**src/sv/rmc_pkg.sv**
```systemverilog
`timescale 1ns / 1ps
// ----------------------------------------------------------------------------
// Range matrix consensus package
// Widths, request codes, register indexes and reset values shared by the
// channel interfaces and the range matrix block.
// ----------------------------------------------------------------------------
package rmc_pkg;

	// Default sizes for the top level parameters.
	localparam int MAX_NODES_DEF    = 8;
	localparam int BUFFER_DEPTH_DEF = 64;

	// Field widths.
	localparam int REQ_W      = 3;
	localparam int ID_W       = 3;
	localparam int DIST_W     = 20;
	localparam int RANGE_W    = 21;
	localparam int CNT_W      = 4;
	localparam int MASK_W     = 1 << ID_W;
	localparam int CFG_IDX_W  = 2;
	localparam int CFG_DATA_W = 20;

	// Request codes carried in req_type.
	typedef enum logic [REQ_W-1:0] {
		REQ_ENTRY      = 3'd0,
		REQ_REPORT     = 3'd1,
		REQ_OWN_END    = 3'd2,
		REQ_REMOTE_END = 3'd3,
		REQ_PUBLISH    = 3'd4
	} req_code_t;

	// Configuration register indexes.
	localparam logic [CFG_IDX_W-1:0] CFG_ACTIVE_NODES   = 2'd0;
	localparam logic [CFG_IDX_W-1:0] CFG_REQUIRED_NODES = 2'd1;
	localparam logic [CFG_IDX_W-1:0] CFG_DIFF_THRESHOLD = 2'd2;

	// Register reset values.
	localparam logic [CNT_W-1:0]  ACTIVE_NODES_RST   = 4'd6;
	localparam logic [CNT_W-1:0]  REQUIRED_NODES_RST = 4'd5;
	localparam logic [DIST_W-1:0] DIFF_THRESHOLD_RST = 20'd500;

endpackage

```
**src/sv/rmc_if.sv**
```systemverilog
`timescale 1ns / 1ps
// ----------------------------------------------------------------------------
// Range matrix consensus channels
// Valid/ready channels for request items and published matrix elements.
// ----------------------------------------------------------------------------

// Request channel: one item per entry, report mark, frame end or publish.
interface rmc_req_if;
	import rmc_pkg::*;

	logic              valid;
	logic              ready;
	logic [REQ_W-1:0]  req_type;
	logic [ID_W-1:0]   src_node;
	logic [ID_W-1:0]   tgt_node;
	logic [DIST_W-1:0] distance_mm;

	modport source (output valid, output req_type, output src_node, output tgt_node,
		output distance_mm, input ready);
	modport sink (input valid, input req_type, input src_node, input tgt_node,
		input distance_mm, output ready);
endinterface

// Result channel: one item per published matrix element.
interface rmc_rsp_if;
	import rmc_pkg::*;

	logic                      valid;
	logic                      ready;
	logic [ID_W-1:0]           row_id;
	logic [ID_W-1:0]           col_id;
	logic signed [RANGE_W-1:0] range_value;
	logic                      last_element;
	logic                      overflow_seen;

	modport source (output valid, output row_id, output col_id, output range_value,
		output last_element, output overflow_seen, input ready);
	modport sink (input valid, input row_id, input col_id, input range_value,
		input last_element, input overflow_seen, output ready);
endinterface

```
**src/sv/range_matrix_consensus.sv**
```systemverilog
`timescale 1ns / 1ps
// ----------------------------------------------------------------------------
// Range matrix consensus
// Buffers node-to-node range entries, commits them to a range matrix once
// enough nodes have reported, and publishes the symmetric consensus matrix.
// ----------------------------------------------------------------------------
// Entries and report marks leave the request channel ready; a frame end does
// too unless it starts a commit. A commit walks the pending buffer through its
// single registered read port and the matrix write port, with a read state and
// a write state per buffered entry. A publish walks the matrix one element at a
// time through a shared read, add/subtract and compare path in read, calculate
// and output states, holding in the output state while the result channel
// stalls. The request channel is not ready during a commit or a publish. The
// matrix starts as all unknown right after reset; no clearing pass is needed.
module range_matrix_consensus #(
	parameter int MAX_NODES    = rmc_pkg::MAX_NODES_DEF,
	parameter int BUFFER_DEPTH = rmc_pkg::BUFFER_DEPTH_DEF
) (
	input  logic                           clk,
	input  logic                           arst_n,
	input  logic                           cfg_we,
	input  logic [rmc_pkg::CFG_IDX_W-1:0]  cfg_index,
	input  logic [rmc_pkg::CFG_DATA_W-1:0] cfg_wdata,
	rmc_req_if.sink                        req,
	rmc_rsp_if.source                      rsp
);
	import rmc_pkg::*;

	localparam int CELLS = MAX_NODES * MAX_NODES;
	localparam int AW    = $clog2(CELLS);
	localparam int PW    = $clog2(BUFFER_DEPTH);
	localparam int PCW   = $clog2(BUFFER_DEPTH + 1);

	typedef struct packed {
		logic [ID_W-1:0]   src;
		logic [ID_W-1:0]   tgt;
		logic [DIST_W-1:0] dist_mm;
	} pend_entry_t;

	typedef enum logic [2:0] {
		ST_IDLE,
		ST_CMT_RD,
		ST_CMT_WR,
		ST_PUB_RD,
		ST_PUB_CALC,
		ST_PUB_OUT
	} state_t;

	// Configuration registers.
	logic [CNT_W-1:0]  active_nodes_q;
	logic [CNT_W-1:0]  required_nodes_q;
	logic [DIST_W-1:0] diff_threshold_q;

	// Control state.
	state_t            state_q;
	logic [PCW-1:0]    pend_cnt_q;
	logic [PCW-1:0]    cmt_idx_q;
	logic [MASK_W-1:0] reported_mask_q;
	logic              own_done_q;
	logic              overflow_q;
	logic [ID_W-1:0]   row_q;
	logic [ID_W-1:0]   col_q;

	// Memories and their registered read data.
	logic [DIST_W-1:0] range_mem [CELLS];
	logic [CELLS-1:0]  range_valid_q;
	pend_entry_t       pend_mem [BUFFER_DEPTH];
	pend_entry_t       pend_rd_q;
	logic [DIST_W-1:0] rd_a_q;
	logic [DIST_W-1:0] rd_b_q;
	logic              rd_a_valid_q;
	logic              rd_b_valid_q;

	// Arithmetic results of the consensus path.
	logic [DIST_W:0]   sum_q;
	logic [DIST_W-1:0] diff_q;

	// Output register.
	logic                      rsp_valid_q;
	logic [ID_W-1:0]           rsp_row_q;
	logic [ID_W-1:0]           rsp_col_q;
	logic signed [RANGE_W-1:0] rsp_range_q;
	logic                      rsp_last_q;
	logic                      rsp_ovf_q;

	// Combinational signals.
	logic [CNT_W-1:0]  node_lim;
	logic [CNT_W-1:0]  reported_cnt;
	logic              in_fire;
	logic              entry_ok;
	logic              pend_we;
	pend_entry_t       pend_wdata;
	logic              commit_ok_own;
	logic              commit_ok_remote;
	logic              range_we;
	logic [AW-1:0]     range_waddr;
	logic [AW-1:0]     addr_a;
	logic [AW-1:0]     addr_b;
	logic              row_last;
	logic              col_last;
	logic              out_free;
	logic signed [RANGE_W-1:0] cons_value;

	// Configuration writes; indexes beyond the list are ignored.
	always_ff @(posedge clk or negedge arst_n) begin
		if (!arst_n) begin
			active_nodes_q   <= ACTIVE_NODES_RST;
			required_nodes_q <= REQUIRED_NODES_RST;
			diff_threshold_q <= DIFF_THRESHOLD_RST;
		end else if (cfg_we) begin
			case (cfg_index)
				CFG_ACTIVE_NODES:   active_nodes_q   <= cfg_wdata[CNT_W-1:0];
				CFG_REQUIRED_NODES: required_nodes_q <= cfg_wdata[CNT_W-1:0];
				CFG_DIFF_THRESHOLD: diff_threshold_q <= cfg_wdata[DIST_W-1:0];
				default: ;
			endcase
		end
	end

	// Effective node count and number of marked remote nodes.
	always_comb begin
		node_lim = (active_nodes_q > CNT_W'(MAX_NODES)) ? CNT_W'(MAX_NODES) : active_nodes_q;
		reported_cnt = '0;
		for (int k = 0; k < MASK_W; k++) begin
			reported_cnt = reported_cnt + CNT_W'(reported_mask_q[k]);
		end
	end

	assign commit_ok_own    = (reported_cnt + CNT_W'(1)) >= required_nodes_q;
	assign commit_ok_remote = own_done_q && commit_ok_own;

	// Request handshake and the entry filter.
	assign req.ready = (state_q == ST_IDLE);
	assign in_fire   = req.valid && req.ready;
	assign entry_ok  = ({1'b0, req.src_node} < node_lim)
		&& ({1'b0, req.tgt_node} < node_lim)
		&& (req.distance_mm > DIST_W'(1));
	assign pend_we   = in_fire && (req.req_type == REQ_ENTRY) && entry_ok
		&& (pend_cnt_q < PCW'(BUFFER_DEPTH));
	assign pend_wdata = '{src: req.src_node, tgt: req.tgt_node, dist_mm: req.distance_mm};

	// Matrix addressing for commits and for both sides of a published pair.
	assign range_we    = (state_q == ST_CMT_WR);
	assign range_waddr = AW'(pend_rd_q.src) * AW'(MAX_NODES) + AW'(pend_rd_q.tgt);
	assign addr_a      = AW'(row_q) * AW'(MAX_NODES) + AW'(col_q);
	assign addr_b      = AW'(col_q) * AW'(MAX_NODES) + AW'(row_q);

	assign row_last = ({1'b0, row_q} == node_lim - CNT_W'(1));
	assign col_last = ({1'b0, col_q} == node_lim - CNT_W'(1));
	assign out_free = !rsp_valid_q || rsp.ready;

	// Pending buffer: written by accepted entries, read during a commit.
	always_ff @(posedge clk) begin
		if (pend_we) begin
			pend_mem[pend_cnt_q[PW-1:0]] <= pend_wdata;
		end
		if (state_q == ST_CMT_RD) begin
			pend_rd_q <= pend_mem[cmt_idx_q[PW-1:0]];
		end
	end

	// Range matrix: one write port for commits, two read ports for publish.
	always_ff @(posedge clk) begin
		if (range_we) begin
			range_mem[range_waddr] <= pend_rd_q.dist_mm;
		end
		if (state_q == ST_PUB_RD) begin
			rd_a_q       <= range_mem[addr_a];
			rd_b_q       <= range_mem[addr_b];
			rd_a_valid_q <= range_valid_q[addr_a];
			rd_b_valid_q <= range_valid_q[addr_b];
		end
	end

	// Valid bits: an entry never written reads as unknown.
	always_ff @(posedge clk or negedge arst_n) begin
		if (!arst_n) begin
			range_valid_q <= '0;
		end else if (range_we) begin
			range_valid_q[range_waddr] <= 1'b1;
		end
	end

	// Sum and absolute difference of the two directions of a pair.
	always_ff @(posedge clk) begin
		if (state_q == ST_PUB_CALC) begin
			sum_q  <= {1'b0, rd_a_q} + {1'b0, rd_b_q};
			diff_q <= (rd_a_q >= rd_b_q) ? (rd_a_q - rd_b_q) : (rd_b_q - rd_a_q);
		end
	end

	// Consensus selection for the current element.
	always_comb begin
		if (row_q == col_q) begin
			cons_value = '0;
		end else if (rd_a_valid_q && rd_b_valid_q) begin
			cons_value = (diff_q <= diff_threshold_q) ? {1'b0, sum_q[DIST_W:1]} : '1;
		end else if (rd_a_valid_q) begin
			cons_value = {1'b0, rd_a_q};
		end else if (rd_b_valid_q) begin
			cons_value = {1'b0, rd_b_q};
		end else begin
			cons_value = '1;
		end
	end

	// Sequencer, buffer bookkeeping and output register.
	always_ff @(posedge clk or negedge arst_n) begin
		if (!arst_n) begin
			state_q         <= ST_IDLE;
			pend_cnt_q      <= '0;
			cmt_idx_q       <= '0;
			reported_mask_q <= '0;
			own_done_q      <= 1'b0;
			overflow_q      <= 1'b0;
			row_q           <= '0;
			col_q           <= '0;
			rsp_valid_q     <= 1'b0;
		end else begin
			// The output register fills with a new element or drains when taken.
			if ((state_q == ST_PUB_OUT) && out_free) begin
				rsp_valid_q <= 1'b1;
			end else if (rsp.ready) begin
				rsp_valid_q <= 1'b0;
			end
			case (state_q)
				ST_IDLE: begin
					if (in_fire) begin
						case (req.req_type)
							REQ_ENTRY: begin
								if (pend_we) begin
									pend_cnt_q <= pend_cnt_q + PCW'(1);
								end else if (entry_ok) begin
									overflow_q <= 1'b1;
								end
							end
							REQ_REPORT: begin
								reported_mask_q[req.src_node] <= 1'b1;
							end
							REQ_OWN_END, REQ_REMOTE_END: begin
								// A commit clears the own flag, so it is only set
								// when no commit follows.
								if ((req.req_type == REQ_OWN_END) ? commit_ok_own
									: commit_ok_remote) begin
									if (pend_cnt_q == '0) begin
										reported_mask_q <= '0;
										own_done_q      <= 1'b0;
									end else begin
										cmt_idx_q <= '0;
										state_q   <= ST_CMT_RD;
									end
								end else if (req.req_type == REQ_OWN_END) begin
									own_done_q <= 1'b1;
								end
							end
							REQ_PUBLISH: begin
								if (node_lim != '0) begin
									row_q   <= '0;
									col_q   <= '0;
									state_q <= ST_PUB_RD;
								end
							end
							default: ;
						endcase
					end
				end
				ST_CMT_RD: begin
					state_q <= ST_CMT_WR;
				end
				ST_CMT_WR: begin
					// The entry read last cycle is written to the matrix now.
					if (cmt_idx_q + PCW'(1) == pend_cnt_q) begin
						pend_cnt_q      <= '0;
						reported_mask_q <= '0;
						own_done_q      <= 1'b0;
						state_q         <= ST_IDLE;
					end else begin
						cmt_idx_q <= cmt_idx_q + PCW'(1);
						state_q   <= ST_CMT_RD;
					end
				end
				ST_PUB_RD: begin
					state_q <= ST_PUB_CALC;
				end
				ST_PUB_CALC: begin
					state_q <= ST_PUB_OUT;
				end
				ST_PUB_OUT: begin
					// Hold here until the output register can take the element.
					if (out_free) begin
						rsp_row_q   <= row_q;
						rsp_col_q   <= col_q;
						rsp_range_q <= cons_value;
						rsp_last_q  <= row_last && col_last;
						rsp_ovf_q   <= overflow_q;
						if (col_last) begin
							col_q <= '0;
							if (row_last) begin
								row_q   <= '0;
								state_q <= ST_IDLE;
							end else begin
								row_q   <= row_q + ID_W'(1);
								state_q <= ST_PUB_RD;
							end
						end else begin
							col_q   <= col_q + ID_W'(1);
							state_q <= ST_PUB_RD;
						end
					end
				end
				default: begin
					state_q <= ST_IDLE;
				end
			endcase
		end
	end

	assign rsp.valid         = rsp_valid_q;
	assign rsp.row_id        = rsp_row_q;
	assign rsp.col_id        = rsp_col_q;
	assign rsp.range_value   = rsp_range_q;
	assign rsp.last_element  = rsp_last_q;
	assign rsp.overflow_seen = rsp_ovf_q;

endmodule
```
**src/flat_wrapper.sv**
```systemverilog
// flat-port wrapper written by rule: the top's interface ports become plain ports
module range_matrix_consensus_flat import rmc_pkg::*;
#(
	parameter int MAX_NODES    = rmc_pkg::MAX_NODES_DEF,
	parameter int BUFFER_DEPTH = rmc_pkg::BUFFER_DEPTH_DEF
)
  (clk, arst_n, cfg_we, cfg_index, cfg_wdata, req_valid, req_req_type, req_src_node, req_tgt_node, req_distance_mm, req_ready, rsp_valid, rsp_row_id, rsp_col_id, rsp_range_value, rsp_last_element, rsp_overflow_seen, rsp_ready);
  rmc_req_if req_i ();
  rmc_rsp_if rsp_i ();
  input  logic clk;
  input  logic arst_n;
  input  logic cfg_we;
  input  logic [rmc_pkg::CFG_IDX_W-1:0] cfg_index;
  input  logic [rmc_pkg::CFG_DATA_W-1:0] cfg_wdata;
  input wire logic [$bits(req_i.valid)-1:0] req_valid;
  input wire logic [$bits(req_i.req_type)-1:0] req_req_type;
  input wire logic [$bits(req_i.src_node)-1:0] req_src_node;
  input wire logic [$bits(req_i.tgt_node)-1:0] req_tgt_node;
  input wire logic [$bits(req_i.distance_mm)-1:0] req_distance_mm;
  output wire logic [$bits(req_i.ready)-1:0] req_ready;
  output wire logic [$bits(rsp_i.valid)-1:0] rsp_valid;
  output wire logic [$bits(rsp_i.row_id)-1:0] rsp_row_id;
  output wire logic [$bits(rsp_i.col_id)-1:0] rsp_col_id;
  output wire logic [$bits(rsp_i.range_value)-1:0] rsp_range_value;
  output wire logic [$bits(rsp_i.last_element)-1:0] rsp_last_element;
  output wire logic [$bits(rsp_i.overflow_seen)-1:0] rsp_overflow_seen;
  input wire logic [$bits(rsp_i.ready)-1:0] rsp_ready;
  assign req_i.valid = req_valid;
  assign req_i.req_type = req_req_type;
  assign req_i.src_node = req_src_node;
  assign req_i.tgt_node = req_tgt_node;
  assign req_i.distance_mm = req_distance_mm;
  assign req_ready = req_i.ready;
  assign rsp_valid = rsp_i.valid;
  assign rsp_row_id = rsp_i.row_id;
  assign rsp_col_id = rsp_i.col_id;
  assign rsp_range_value = rsp_i.range_value;
  assign rsp_last_element = rsp_i.last_element;
  assign rsp_overflow_seen = rsp_i.overflow_seen;
  assign rsp_i.ready = rsp_ready;
  range_matrix_consensus #(.MAX_NODES(MAX_NODES), .BUFFER_DEPTH(BUFFER_DEPTH)) u_core (.clk(clk), .arst_n(arst_n), .cfg_we(cfg_we), .cfg_index(cfg_index), .cfg_wdata(cfg_wdata), .req(req_i), .rsp(rsp_i));
endmodule
```
**config.mk**
```make
export PLATFORM = sky130hd
export DESIGN_NAME = range_matrix_consensus_flat
export DESIGN_NICKNAME = d
export VERILOG_FILES = /design/src/sv/rmc_pkg.sv /design/src/sv/rmc_if.sv /design/src/sv/range_matrix_consensus.sv /design/src/flat_wrapper.sv
export SDC_FILE = /design/constraint.sdc
export NUM_CORES = 2
export LEC_CHECK = 0
export CAP_MARGIN = 20
export CORE_MARGIN = 1
export CORE_UTILIZATION = 60
export CTS_CLUSTER_SIZE = 14
export DETAILED_ROUTE_END_ITERATION = 10
export DONT_BUFFER_PORTS = 1
export PLACE_DENSITY = 0.76
export SLEW_MARGIN = 30
export SYNTH_ARGS = -nofsm -noshare
export SYNTH_HDL_FRONTEND = slang
export SYNTH_SLANG_ARGS = --single-unit
```
**constraint.sdc**
```tcl
create_clock -name clk -period 5.1 [get_ports clk]
set_input_delay 1.02 -clock clk [delete_from_list [all_inputs] [get_ports clk]]
set_output_delay 1.02 -clock clk [all_outputs]
set_load 0.05 [all_outputs]
```
== Word level (Yosys, flattened, before mapping) ==
Memories as Yosys holds them, arrays and structs flattened. A register that Yosys moved wholly into a read port is not among the register bits.
Index checks and enable logic that the tools add are counted.

* Output and inout port bits: 31
* Memories kept: 2
* Memory bits (writable): 2944
* Input port bits: 56
* Bits in registers: 198
* Word-level logic and storage cells: 195

* Multiplexer cells: 65
* Reduce and logical (&&, ||, !) cells: 35
* Add/subtract/negate cells: 19
* Bitwise operators: 3
* Magnitude comparators: 14
* Equal/unequal tests: 35

{| class="wikitable"
|+ Memory list
! name !! words !! bits a word !! rd ports !! clocked after memory_dff !! write ports !! RTL line !! source
|-
| u_core.pend_mem || 64 || 26 || 1 || 1 || 1 || range_matrix_consensus.sv:67 || <nowiki>pend_entry_t pend_mem [BUFFER_DEPTH];</nowiki>
|-
| u_core.range_mem || 64 || 20 || 2 || 2 || 1 || range_matrix_consensus.sv:65 || <nowiki>logic [DIST_W-1:0] range_mem [CELLS];</nowiki>
|}

{| class="wikitable"
|+ Operator list
! operator !! count
|-
| 21-bit two-way mux || 4
|-
| 64-bit OR || 1
|-
| 7-bit two-way mux || 9
|-
| 20-bit subtractor || 2
|-
| 3-bit two-way mux || 13
|-
| 8-bit two-way mux || 4
|-
| 8-bit case mux with 2 select lines || 2
|-
| 6-bit AND reduction || 5
|-
| 7-bit case mux with 2 select lines || 2
|-
| 4-bit by 1-bit adder with 4-bit output || 6
|-
| 3-bit != test, second input constant || 8
|-
| 20-bit by 20-bit adder with 21-bit output || 1
|-
| 6-bit by 7-bit < comparator with 1-bit output, second input constant || 3
|-
| 20-bit greater-or-equal comparator || 1
|-
| 20-bit by 1-bit > comparator with 1-bit output, second input constant || 1
|-
| 20-bit less-or-equal comparator || 1
|-
| 20-bit two-way mux || 1
|-
| 2-bit != test, second input constant || 10
|-
| 6-bit by 3-bit adder with 6-bit output || 3
|-
| 1-bit two-way mux || 18
|-
| 3-bit case mux with 2 select lines || 3
|-
| 3-bit case mux with 6 select lines || 1
|-
| 5-bit AND reduction || 3
|-
| 7-bit by 1-bit adder with 7-bit output, second input constant || 2
|-
| 39 further kinds || 67
|}

== Depth between registers and ports, before layout ==
* Depth after elaboration: 15
* Depth in mapped cells: 17
* Depth with buffers taken out: 17

== Least setup slack after synthesis ==
No wires, ideal clock.

* Kind: input -> register
* Start point: in req_src_node[1]
* End point: mem u_core.pend_mem[6][0] (netlist name) (enable)
* Setup time: 0.442 ns
* Data required time: 4.658 ns
* Path slack: 0.570 ns
* Data arrival time: 4.088 ns
* Stages on the path: 7
* Path buffers: 2
* Cells stage by stage: ha_1 a21o_1 a22oi_1 o211ai_1 clkbuf_1 clkbuf_1 nor3_1

* Cells in the longest elaborated chain, start to end: 7

{| class="wikitable"
|+ Ends and longest elaborated chain
! element !! RTL line !! source
|-
| from (decl) || flat_wrapper.sv:17 || <nowiki>input wire logic [$bits(req_i.src_node)-1:0] req_src_node;</nowiki>
|-
| 3-bit by 4-bit < comparator with 1-bit output || range_matrix_consensus.sv:135 || <nowiki>assign entry_ok = ({1'b0, req.src_node} < node_lim)</nowiki>
|-
| 1-bit logical AND || range_matrix_consensus.sv:136 || <nowiki>&& ({1'b0, req.tgt_node} < node_lim)</nowiki>
|-
| 1-bit logical AND || range_matrix_consensus.sv:137 || <nowiki>&& (req.distance_mm > DIST_W'(1));</nowiki>
|-
| 1-bit logical AND || range_matrix_consensus.sv:138 || <nowiki>assign pend_we = in_fire && (req.req_type == REQ_ENTRY) && entry_ok</nowiki>
|-
| 1-bit logical AND || range_matrix_consensus.sv:139 || <nowiki>&& (pend_cnt_q < PCW'(BUFFER_DEPTH));</nowiki>
|-
| 1-bit two-way mux || range_matrix_consensus.sv:154 || <nowiki>if (pend_we) begin</nowiki>
|-
| 1-bit two-way mux (implied by the code) || range_matrix_consensus.sv:155 || <nowiki>pend_mem[pend_cnt_q[PW-1:0]] <= pend_wdata;</nowiki>
|-
| to (decl) || range_matrix_consensus.sv:67 ||
|}

Every way passes these cells.

== Final worst setup path ==
* Start point: reg u_core.reported_mask_q[0]
* End point: reg u_core.reported_mask_q[1]

* Cells in the longest elaborated chain, start to end: 13

{| class="wikitable"
|+ Ends and longest elaborated chain
! element !! RTL line !! source
|-
| from (decl) || range_matrix_consensus.sv:58 || <nowiki>logic [MASK_W-1:0] reported_mask_q;</nowiki>
|-
| from (signal assigned) || range_matrix_consensus.sv:213 || <nowiki>reported_mask_q <= '0;</nowiki>
|-
| from (signal, indexed assignment) || range_matrix_consensus.sv:238 || <nowiki>reported_mask_q[req.src_node] <= 1'b1;</nowiki>
|-
| from (signal assigned) || range_matrix_consensus.sv:246 || <nowiki>reported_mask_q <= '0;</nowiki>
|-
| 1-bit by 1-bit adder with 2-bit output (*) || range_matrix_consensus.sv:125 || <nowiki>reported_cnt = reported_cnt + CNT_W'(reported_mask_q[k]);</nowiki>
|-
| 4-bit by 1-bit adder with 4-bit output (*) (6 in a row) || range_matrix_consensus.sv:125 ||
|-
| 4-bit by 1-bit adder with 4-bit output (*) || range_matrix_consensus.sv:129 || <nowiki>assign commit_ok_own = (reported_cnt + CNT_W'(1)) >= required_nodes_q;</nowiki>
|-
| 4-bit greater-or-equal comparator (*) || range_matrix_consensus.sv:129 ||
|-
| 1-bit logical AND || range_matrix_consensus.sv:130 || <nowiki>assign commit_ok_remote = own_done_q && commit_ok_own;</nowiki>
|-
| 1-bit two-way mux (*) || range_matrix_consensus.sv:243 || <nowiki>if ((req.req_type == REQ_OWN_END) ? commit_ok_own</nowiki>
|-
| 3-bit != test (no source line) (*) || -- ||
|-
| 6-bit AND reduction (no source line) (*) || -- ||
|}

Mark *: on every way between the ends. The rest lies on a longest branch, timed or not.
A chain may end at the register's enable or synchronous reset.

==> results.md <==
- Max stage delay on crit path: between 500 and 600 ps
- Io pins: 87
- Hold Vio Cnt, Final: 0
- Hold-fix buffers at CTS: 1
- Critical R2R Launch: u_core.reported_mask_q[0]$_DFFE_PN0P_
- P_leak: ~47 nW
- Pin count of the biggest net entering global routing: ~130
- Arrival @ worst endpoint: around 5400 ps
- P per Cell Area: 512.4 nW/um^2
- Vias in the first global route: 72,190
- Fin util: 0.6736
- Critical path endpoint category: register
- R2R Path End: u_core.reported_mask_q[1]$_DFFE_PN0P_
- Peak Freq: about 220 MHz
- Top post-synthesis cells by area: edfxtp_1 (68%), mux4_2 (24%), dfrtp_1 (2.1%)
- Outcome: finished, final reports clean
- Critical path required time: slightly below 6000 ps
- CTS Buf Count: 327
- Clk slew on worst S/H paths: ~60 ps
- DIE HEIGHT: roughly 480 microns
- Fillers: ~13,000
- Crit path buffers/inverters: 2
- Worst-Skew Late Latency: roughly 970 ps
- Top-area cell type share of the netlist area: 0.6761
- CP Class: register to register
- WL per Instance: between 30 and 40 microns
- Slowest stage cell, crit path: fa_1
- Routed Antenna Nets: 0
- # resized after CTS: 0
- Multi-input gate area: just under 40,000 sq um
- CTS root buf: clkbuf_16
- Post-synth net total: ~6,300
- Total grt overflow: 0
- Full die area: roughly 230,000 sq um
- Final setup fails: 0
- Cell Rows: 174
- Worst vdd ir: between 0.0004 and 0.0005 V
- Post-synthesis cell type count: just over 70
- # nets final: 6,525
- Layout cells sized above 1: 0.3651
- Post-CTS setup buffer count: 0
- Detailed placement HPWL: slightly above 200 mm
- H-tree Lvls: 5
- RSZ-0062 raised after global routing: no
- Synth Area per Inst: roughly 22 sq um
- Number of synthesized flops with an enable pin: ~3,100
- CP most frequent cell: ha_1
- Area of the core: approximately 230,000 sq um
- Die width: 479.6 microns
- Max-cap violations: 0
- Cell family contributing the most delay on the critical path: adder cells
- Metal3 WL: ~40 mm
- Hold Path Class: primary input to asynchronous set/reset pin
- Least-Margin Pin Slew: roughly 1100 ps
- Post-Route WL: 372.1 mm
- Worst-path fanout max: 8
- Area leader, netlist: edfxtp_1
- Flip-flop and latch area: between 90,000 and 100,000 sq um
- Prevailing post-synth register cell: edfxtp_1
- R2R cell count: 16
- Slew headroom: 0.2768
- Top Metal Used: met5
- Final min period: approximately 4500 ps
- Synthesis-stage register bit count: 3,207
- Via count: ~70,000
- CTS tree: done
- Worst setup SP type: register
- Gp weighted congestion: slightly below 0.9
- Met2 wire len: roughly 180 mm
- Sequential-to-total area share from yosys stat: 0.6992
- Crit-path cells: ha_1 > inv_1 > ha_1 > fa_1 > fa_1 > inv_1 > ha_1 > fa_1 > ha_1 > a21o_1 > a21o_1 > a21oi_1 > o21ai_0 > a21o_1 > a31oi_1 > nor2_1
- Synth-to-Final Area Change: 11.12%
- Initial antenna violation count: 23
- Final instance area: 152,100 sq um
- Max Slew Vio Count: 0
- DRT met1 WL: about 120 mm
- Async SR Flop Fraction: 0.03929
- Flop2flop setup slack: 550 ps
- Vias per inst: between 7 and 8
- Clock skew after layout: between 50 and 60 ps
- IO Port Bufs: 0
- Mapped Cells: 6,136
- Hold slack: 16.72 ps
- Total power draw: roughly 80 mW
- Clock Sinks: 3,207
- Iter 0 DRT Violations: between 10,000 and 15,000
- First-pass DRT Iterations: 6
- First-pass GRT wire length: about 530 mm
- Initial Util: 0.6061
- Cell Area, Placed: ~140,000 sq um
- Synthesis Warnings: 0
- Mapped Area: 136,800 sq um
- Crit share post-route: 0.8921
- CTS Buffer Depth: 4
- DR DRC count: 0
- Setup_tns: 0 ps
- Tot GR Track Use: 0.3283
[per-stage QoR]
| step | worst slack (ps) | cells |
|---|---|---|
| after floorplan | 570.5 | 6136 |
| after global placement | 581.3 | 9021 |
| after global routing | 302.5 | 9593 |
| final | 550.4 | 9606 |
| after detailed placement | 600.0 | 9021 |
| after CTS | 572.8 | 9589 |
[layer usage]
| layer | up-vias | track usage |
|---|---|---|
| li1 | 26890 | - |
| met1 | 37300 | 0.4142 |
| met2 | 5105 | 0.5226 |
| met3 | 1074 | 0.07567 |
| met4 | 12 | 0.2044 |
| met5 | - | 0 |
[cells in the mapped netlist, drive strengths merged (61+ instances only)]
cell and number:
mux4 1428, or2 72, a21oi 105, o21ai 61, dfrtp 116, inv 111
clkbuf 162, ha 101, nor3 69, buf 224, nor2 178, edfxtp 3081
[power by group]
| group | internal, mW | switching (mW) | leakage [nW] |
|---|---|---|---|
| Clock | 12.8 | 9.86 | 4.84 |
| Combinational | 10.1 | 12.7 | 12.9 |
| Sequential | 31.5 | 1.00 | 29.3 |
[final cells by class]
cell class / count / area share
multi-input combinational: 2431 / 0.2603
antenna: 15 / 0.0002468
sequential: 3207 / 0.6295
clock buffer: 430 / 0.05873
tap: 2992 / 0.02462
clock inverter: 137 / 0.006039
inverter: 112 / 0.002798
timing repair buffer: 282 / 0.01775
[worst register-to-register path: cells and delay by family (launching register included)]
kind            cells  cell delay, ps
fa+ha+maj           7            2510
compound gates      6            1410
flops               1             390
buf+inv             2              80
simple gates        1              70
[kinds of logic (layout without fill, tap and decap cells)]
kind of cell / Yosys count / after routing / share of synthesized area
flip-flops: 3207 / 3207 / 0.6992
multiplexers: 1488 / 1488 / 0.2397
buffers and inverters: 498 / 961 / 0.01580
AND/OR/NAND/NOR: 491 / 491 / 0.01804
AO/OA/AOI/OAI: 285 / 285 / 0.01292
adder cells (fa/ha/maj): 108 / 108 / 0.01026
XOR/XNOR: 59 / 59 / 0.004078
other: 0 / 15 / 0
[cell usage in the layout (no fill, tap or decap), drive strengths merged, types with 6 or more instances in the layout]
cell    instances
edfxtp       3081
mux4         1428
clkbuf        430
buf           282
nor2          178
inv           117
clkinv        117
dfrtp         116
a21oi         105
ha            101
or2            72
nor3           69
o21ai          61
xnor2          45
nand2          44
mux2           31
nand3          29
mux2i          29
a21o           26
nand2b         18
or3            18
diode          15
o21bai         15
nand4          14
o211ai         12
nand3b         12
xor2           11
bufinv         11
nor4           10
o31ai          10
dfstp          10
o21a           10
nor2b           9
fa              7
a31oi           6
a211oi          6
nor3b           6
[state kept, by name, indices dropped and copies added, names as in the netlist, 4 cells and up]
register,flops
u_core.range_valid_q,64
u_core.range_mem,1280
u_core.cmt_idx_q,7
u_core.active_nodes_q,4
u_core.rd_a_q,20
u_core.pend_mem,1664
u_core.reported_mask_q,8
u_core.diff_threshold_q,20
u_core.rsp.range_value,21
u_core.sum_q,20
u_core.diff_q,20
u_core.rd_b_q,20
u_core.required_nodes_q,4
u_core.pend_rd_q,26
u_core.pend_cnt_q,7
[how the worst max path moves through the flow]
stage                                                from                               endpoint  slack, ps  cells past startpoint
floorplan                                 req_src_node[1]        u_core.pend_mem[6][0]$_DFFE_PP_        570                      7
global placement    u_core.reported_mask_q[0]$_DFFE_PN0P_  u_core.reported_mask_q[2]$_DFFE_PN0P_        580                     16
detailed placement  u_core.reported_mask_q[0]$_DFFE_PN0P_  u_core.reported_mask_q[1]$_DFFE_PN0P_        600                     16
CTS                 u_core.reported_mask_q[0]$_DFFE_PN0P_  u_core.reported_mask_q[1]$_DFFE_PN0P_        570                     16
global route        u_core.reported_mask_q[0]$_DFFE_PN0P_  u_core.reported_mask_q[2]$_DFFE_PN0P_        300                     16
finish              u_core.reported_mask_q[0]$_DFFE_PN0P_  u_core.reported_mask_q[1]$_DFFE_PN0P_        550                     16
No activity file was read; power rests on OpenSTA's default activity.
